`config.mk`:
```
export PLATFORM = sky130hd
export DESIGN_NAME = bmhq_cell
export DESIGN_NICKNAME = d
export VERILOG_FILES = /design/src/rtl/bmhq_pkg.sv /design/src/rtl/bmhq_cell.sv
export SDC_FILE = /design/constraint.sdc
export NUM_CORES = 1
export LEC_CHECK = 0
export BUFFER_PORTS_ARGS = -buffer_cell sky130_fd_sc_hd__buf_4
export CAP_MARGIN = 30
export CORE_MARGIN = 4
export CORE_UTILIZATION = 45
export CTS_BUF_LIST = sky130_fd_sc_hd__clkbuf_2 sky130_fd_sc_hd__clkbuf_4 sky130_fd_sc_hd__clkbuf_8
export CTS_CLUSTER_SIZE = 24
export DETAILED_ROUTE_END_ITERATION = 16
export PLACE_DENSITY = 0.66
export SYNTH_ARGS = -nofsm -noshare
export SYNTH_HDL_FRONTEND = slang
export SYNTH_SLANG_ARGS = --single-unit
```
`constraint.sdc`:
```
create_clock -name clk -period 13.6 [get_ports clk]
set_input_delay 1.36 -clock clk [delete_from_list [all_inputs] [get_ports clk]]
set_output_delay 1.36 -clock clk [all_outputs]
set_load 0.05 [all_outputs]
```
`src/rtl/bmhq_pkg.sv`:
```
// ----------------------------------------------------------------------------
// bmhq_pkg
// Shared types and constants for the binary max-heap queue: command and
// status codes, controller states and the beats passed between level cells.
// ----------------------------------------------------------------------------
package bmhq_pkg;

  localparam int KEY_W     = 32;
  localparam int CNT_OUT_W = 11;

  // item command
  typedef enum logic {
    CMD_INSERT = 1'b0,
    CMD_REMOVE = 1'b1
  } cmd_t;

  // result status
  typedef enum logic [1:0] {
    STAT_OK    = 2'd0,
    STAT_EMPTY = 2'd1,
    STAT_FULL  = 2'd2
  } stat_t;

  // controller states
  typedef enum logic [2:0] {
    S_IDLE,
    S_FETCH,
    S_FWAIT,
    S_RUN,
    S_RESP
  } state_t;

  // downward beat: a key travelling towards the leaves
  typedef struct packed {
    logic             valid;
    cmd_t             op;
    logic [KEY_W-1:0] key;
  } tok_t;

  // upward write: key for the node that the upper cell last sent down from
  typedef struct packed {
    logic             valid;
    logic [KEY_W-1:0] key;
  } wb_t;

endpackage

```
`src/rtl/bmhq_cell.sv`:
```
// ----------------------------------------------------------------------------
// bmhq_cell
// One heap level. Holds the 2**LEVEL nodes of its level in a local memory,
// takes a key beat from the level above, decides with its own read data and
// hands the key on to the level below or writes it back up.
// ----------------------------------------------------------------------------
module bmhq_cell #(
  parameter int LEVEL = 1,
  parameter int W     = 2
) (
  input  logic                      clk,
  input  logic                      rst,
  input  bmhq_pkg::tok_t            tok_in,
  input  logic [W-1:0]              ofs_in,
  output bmhq_pkg::tok_t            tok_out,
  output logic [W-1:0]              ofs_out,
  input  bmhq_pkg::wb_t             wb_in,
  output bmhq_pkg::wb_t             wb_out,
  input  logic                      fetch,
  input  logic [W-1:0]              path,
  input  logic [$clog2(W)-1:0]      tgt,
  input  logic [W-1:0]              cnt,
  input  logic [bmhq_pkg::KEY_W-1:0] fdat_in,
  output logic [bmhq_pkg::KEY_W-1:0] fdat_out,
  input  logic                      done_in,
  output logic                      done_out
);

  localparam int TW = $clog2(W);
  localparam int AW = LEVEL;
  localparam logic [W-1:0] BASE = W'(2 ** LEVEL);

  logic [bmhq_pkg::KEY_W-1:0] mem [2 ** LEVEL];
  logic [bmhq_pkg::KEY_W-1:0] rd_a, rd_b;

  logic                       pend;
  bmhq_pkg::cmd_t             op_r;
  logic [bmhq_pkg::KEY_W-1:0] key_r;
  logic [W-1:0]               pofs_r;
  logic [AW-1:0]              och_r;
  logic                       fet_r;

  logic [AW-1:0]              own_ofs;
  logic                       here;
  logic                       ins_here;
  logic                       is_sift;
  logic [AW-1:0]              addr_a, addr_b;

  logic                       lgt, r_ok, c_r, sw_rem, deeper, ins_gt;
  logic [bmhq_pkg::KEY_W-1:0] c_key;
  logic [W-1:0]               l_idx, ch_idx;
  logic [AW-1:0]              ch_ofs;
  logic                       fin;

  logic                       we;
  logic [AW-1:0]              waddr;
  logic [bmhq_pkg::KEY_W-1:0] wdata;

  // node on the insert / fetch path at this level
  assign own_ofs  = path[W-2 -: AW];
  assign here     = (tgt == TW'(LEVEL));
  assign ins_here = tok_in.valid && (tok_in.op == bmhq_pkg::CMD_INSERT) && here;
  assign is_sift  = tok_in.valid && (tok_in.op == bmhq_pkg::CMD_REMOVE);

  // read addresses: sibling pair under the parent, else the path node
  assign addr_a = is_sift ? AW'({ofs_in, 1'b0}) : own_ofs;
  assign addr_b = AW'({ofs_in, 1'b1});

  // sift-down decision on the registered children
  assign lgt    = $signed(rd_a) > $signed(rd_b);
  assign l_idx  = BASE | W'({pofs_r, 1'b0});
  assign r_ok   = l_idx < cnt;
  assign c_r    = r_ok && !lgt;
  assign c_key  = c_r ? rd_b : rd_a;
  assign sw_rem = $signed(c_key) > $signed(key_r);
  assign ch_ofs = AW'({pofs_r, c_r});
  assign ch_idx = BASE | W'(ch_ofs);
  assign deeper = ch_idx <= (cnt >> 1);

  // insert decision: larger key stays, smaller moves on
  assign ins_gt = $signed(key_r) > $signed(rd_a);

  // beats to the neighbours
  always_comb begin
    tok_out = '0;
    ofs_out = '0;
    wb_out  = '0;
    fin     = ins_here;
    if (pend && (op_r == bmhq_pkg::CMD_INSERT)) begin
      tok_out.valid = 1'b1;
      tok_out.op    = bmhq_pkg::CMD_INSERT;
      tok_out.key   = ins_gt ? rd_a : key_r;
    end else if (pend) begin
      wb_out.valid = 1'b1;
      wb_out.key   = sw_rem ? c_key : key_r;
      if (sw_rem && deeper) begin
        tok_out.valid = 1'b1;
        tok_out.op    = bmhq_pkg::CMD_REMOVE;
        tok_out.key   = key_r;
        ofs_out       = W'(ch_ofs);
      end else begin
        fin = 1'b1;
      end
    end
  end

  // single write port
  always_comb begin
    we    = 1'b0;
    waddr = own_ofs;
    wdata = tok_in.key;
    if (ins_here) begin
      we = 1'b1;
    end else if (pend && (op_r == bmhq_pkg::CMD_INSERT)) begin
      we    = ins_gt;
      wdata = key_r;
    end else if (pend && sw_rem && !deeper) begin
      we    = 1'b1;
      waddr = ch_ofs;
      wdata = key_r;
    end else if (wb_in.valid) begin
      we    = 1'b1;
      waddr = och_r;
      wdata = wb_in.key;
    end
  end

  // level memory
  always_ff @(posedge clk) begin
    if (we) begin
      mem[waddr] <= wdata;
    end
    rd_a <= mem[addr_a];
    rd_b <= mem[addr_b];
  end

  // beat capture
  always_ff @(posedge clk) begin
    if (rst) begin
      pend  <= 1'b0;
      fet_r <= 1'b0;
    end else begin
      pend  <= tok_in.valid && !ins_here;
      fet_r <= fetch && here;
    end
  end

  always_ff @(posedge clk) begin
    if (tok_in.valid) begin
      op_r   <= tok_in.op;
      key_r  <= tok_in.key;
      pofs_r <= ofs_in;
    end
    if (pend && (op_r == bmhq_pkg::CMD_REMOVE)) begin
      och_r <= ch_ofs;
    end
  end

  // gathered chains towards the controller
  assign fdat_out = fet_r ? rd_a : fdat_in;
  assign done_out = fin | done_in;

endmodule

```
Yosys cells after proc, flatten, opt, wreduce, memory -nomap -nowiden
Memory sizes are Yosys's and may differ from the RTL's. A register that Yosys moved wholly into a read port is not among the register bits.
Cells that the tools add are included.
{"block": "totals", "ff_bits": 36, "latchBits": 0, "ram_bits": 64, "romBits": 0, "output_inout_bits": 102, "n_memories": 1}
{"memory": "mem", "depth": 2, "width": 32, "rd": 2, "rd_ports_with_merged_regs": 2, "write_ports": 1, "line": "bmhq_cell.sv:33", "text": "logic [bmhq_pkg::KEY_W-1:0] mem [2 ** LEVEL];"}
{"block": "op_classes", "n_addsub": 0, "multipliers": 0, "div_mod_pow": 0, "magnitude_cmp": 5, "n_eq_ne": 0, "n_shift": 0, "mux": 30, "n_bitwise": 3, "reduce_logical": 14}
{"operator": "$mux W32", "count": 8}
{"operator": "$mux W34", "count": 3}
{"operator": "$gt A32 B32 Y1", "count": 3}
{"operator": "$mux W33", "count": 2}
{"operator": "$mux W1", "count": 16}
{"operator": "$logic_and A1 B1 Y1", "count": 11}
{"operator": "$logic_not A1 Y1", "count": 3}
{"operator": "$le A2 B1 Y1", "count": 1}
{"operator": "$lt A2 B2 Y1 const A", "count": 1}
{"operator": "$mux W2", "count": 1}
{"operator": "$not A1 Y1", "count": 2}
{"operator": "$or A1 B1 Y1", "count": 1}

Longest topological paths before layout
{"block": "logic_depth", "ltp_word": 12, "depth_mapped": 21, "mapped_depth_nobuf": 19}

Worst setup path after synthesis
Ideal clock, no wire load.
{"block": "synth_path", "kind": "register to output", "start": "reg rd_b[27] (netlist bit), read port of mem", "end": "out wb_out[23] (netlist bit)", "t_arrival_ns": 4.652, "t_required_ns": 12.240, "path_slack_ns": 7.588, "path_stages_with_launch": 20, "n_path_buf": 2, "path_cell_list": "dfxtp_1 > inv_1 > ha_1 > nand4_1 > nor4_1 > nor3b_1 > a21oi_1 > o21ai_2 > clkbuf_1 > o21ai_0 > ha_1 > and4_1 > nand3_1 > a21o_1 > a31o_2 > and4_1 > nor2_1 > clkbuf_1 > o21ai_0 > a21oi_1"}
{"item": "start, declared", "line": "bmhq_cell.sv:34", "text": "logic [bmhq_pkg::KEY_W-1:0] rd_a, rd_b;"}
{"item": "end, declared", "line": "bmhq_cell.sv:18", "text": "output bmhq_pkg::wb_t wb_out,"}

==> results.toml <==
[sta]
fmax_ghz = 0.131
period_share = 0.559
hold_violations = 0
final.min_clock_period_ns = 7.61
setup_violations = 0
finalSetupTns_ns = 0
worst_pin_slew_ns = 1.05
skew_ns = 0.0171
slew_viol_final = 0
relSlewSlack = 0.303
rsz0062_at_grt = "false"

[global_routing]
grt_max_degree = 47
grt_overflow = 0
antenna_found_initial = 0
grt_usage = 0.247
grt_pass1_vias = 8333
grt_pass1_wl_mm = 46.8

[clock_network]
h-tree-depth = 4
clock-sinks = 164
cts_made_buffers = 17
cts.clk_slew.worst_paths_ns = 0.09
worstSkewPairLatency_ns = 0.47
ctsResizeCount = 0
tritoncts = "built"
ctsLongestPathBuffers = 2
cts_root_buf = "clkbuf_8"
hold_buffers = 0
cts_setup_buffers = 0

[synthesis]
synth_cells = 1019
synth-main-ff-cell = "edfxtp_1"
synth.area.top_cells = "edfxtp_1 (30%), dfxtp_1 (13%), ha_1 (12%)"
yosys_warnings = 0
synth_area_um2 = 9920
synth_top_area_cell = "edfxtp_1"
synth_edf_count = 98
synth_seq_area_share = 0.430
synthArstFlopShare = 0
synth-seq-cells = 164
yosys.area.top_type_share = 0.297
syn_area_per_cell_um2 = 9.73
ys_types = 51

[final_layout]
area_growth_pct = 22.4
n_antenna_cell = 0
final_nets = 1409
drive_above_1_share = 0.289
finalCoreUtilization = 0.558

[run_status]
status = "completed"

[critical_path]
start_kind = "flip-flop"
r2r_start = "rd_a[31]"
rrSetupSlack_ns = 6.98
worst-setup-path-type = "reg -> out"
crit_required_ns = 12.24
r2r-end = "mem[0][11]"
arrival_ns = 6.25
startpoint = "rd_a[31]"
crit_path_max_fanout = 46
worstRegToRegCells = 19
crit_path_end_kind = "output pin"

[job]
maxCapViolCount = 0

[floorplan]
fp.coreArea_um2 = 21800
die_x_um = 156
num_rows = 54
die_h_um = 156
dieArea_um2 = 24500
io-pin-count = 212
initial_utilization = 0.456

[worst_hold_path]
hp-class = "reg -> reg"
whs_endpoint = "rd_b[9]"
holdPathStages = 0
hp-start = "mem[1][9]"

[detailed_routing]
route.detailed.drc = 0
wl_per_cell_um = 20.2
first_pass_iters = 5
routed_via_density = 5.64
routed_wirelength_mm = 30.2
vias = 8432
final_antenna_net_count = 0
drt_iter0_markers = 594

[pwr]
p_leak_nw = 5.45
power_density_nw_per_um2 = 136
ir_drop_mv = 0.0647

[place]
gp_congestion = 0.852
io_buffers = 205
hpwlAfterDp_mm = 21.6
-- worst max-delay path, cell delays in order, from the launching register on --
cell      delay [ns]
dfxtp_1         0.39
ha_1            0.40
nand4_1         0.20
nor4_1          0.36
nor3b_1         0.38
a21oi_1         0.16
o21ai_4         0.41
buf_4           0.47
nand2_1         0.14
o21ai_0         0.10
ha_1            0.28
a21oi_1         0.14
o21ai_0         0.14
a311oi_1        0.40
a31o_2          0.22
a21boi_0        0.18
nor2_4          0.53
buf_16          0.25
o21ai_0         0.09
a21oi_1         0.25
buf_4           0.25
-- cell families after synthesis --
family / count (synthesis) / share of synthesized area
buffers and inverters: 158 / 0.0659
AOI/OAI and AO/OA: 352 / 0.219
other: 1 / 0.000378
adders and majority gates: 96 / 0.121
DFF: 164 / 0.430
muxes: 65 / 0.0737
and+or+nand+nor: 183 / 0.0896
-- layer usage --
metal  track usage  part of all wire  vias up
li1              -                 -     4078
met1         0.344              0.45     3996
met2         0.399              0.47      335
met3        0.0514             0.076       23
met4        0.0521             0.011        0
met5             0                 0        -
-- where the power goes --
| group | switching [mW] | internal, mW | total (mW) |
|---|---|---|---|
| combinational | 0.385 | 0.231 | 0.616 |
| sequential | 0.0574 | 0.604 | 0.661 |
| clock | 0.202 | 0.171 | 0.374 |
-- how the worst max path moves through the flow --
stage | end | slack [ns] | cells past startpoint
floorplan | wb_out[23] | 7.59 | 19
global placement | wb_out[31] | 6.23 | 19
detailed placement | wb_out[8] | 6.42 | 20
CTS | wb_out[8] | 5.89 | 20
global route | wb_out[14] | 5.18 | 20
finish | wb_out[8] | 5.99 | 20
-- through the flow --
stage	cell area (µm²)	cells	total power [mW]	setup slack, ns	hold slack [ns]
after detailed placement	11700	1464	1.28	6.42	0.350
final	12100	1496	1.65	5.99	0.371
after global placement	11700	1462	1.26	6.23	0.346
after global routing	12100	1496	1.76	5.18	0.372
after floorplan	9920	1021	1.08	7.59	0.342
after CTS	12100	1496	1.66	5.89	0.369
-- synth_stat cells, types with 3 or more instances --
master	count
a21o_1	14
ha_1	96
nand2_1	56
o211ai_1	7
dfxtp_1	66
edfxtp_1	98
o22ai_2	24
o22ai_1	10
buf_2	3
clkbuf_1	40
and4_1	9
buf_1	4
mux2_2	64
buf_6	6
nand4_1	13
nor4_1	3
o21ai_0	107
nor2_1	42
nand3_1	40
a21oi_1	136
inv_1	102
nor2b_1	5
o21a_1	4
buf_4	3
a21boi_0	33
-- cell usage in the layout (no fill, tap or decap), drive strengths merged, types with 3 or more instances in the layout --
master  Yosys  final
a21o       14     14
nor2       42     42
buf        16    219
nand4      14     14
nor4        3      3
conb        1      3
and4        9      9
o211ai      7      7
mux2       64     64
o22ai      34     34
clkbuf     40     18
o21ai     109    109
nand3      40     40
nor2b       5      5
ha         96     96
clkinv      0      4
o21a        4      4
a21boi     34     34
nand2      57     57
a21oi     137    137
inv       102    110
dfxtp      66     66
edfxtp     98     98
-- final cells by class --
cell class	instances	area, µm²
fillers	1961	9610
well taps	280	350
inverters	102	383
flip-flops and latches	164	4270
clock inverters	14	164
clock buffers	18	241
multi-input cells	699	5050
repair buffers	219	1680
-- sequential cells by signal, indices dropped and copies added (netlist names) --
name and cells:
key_r 32, rd_b 32, och_r 1, mem 64, op_r 1, fet_r 1, pend 1, rd_a 32
Power figures use the tool's default switching activity.
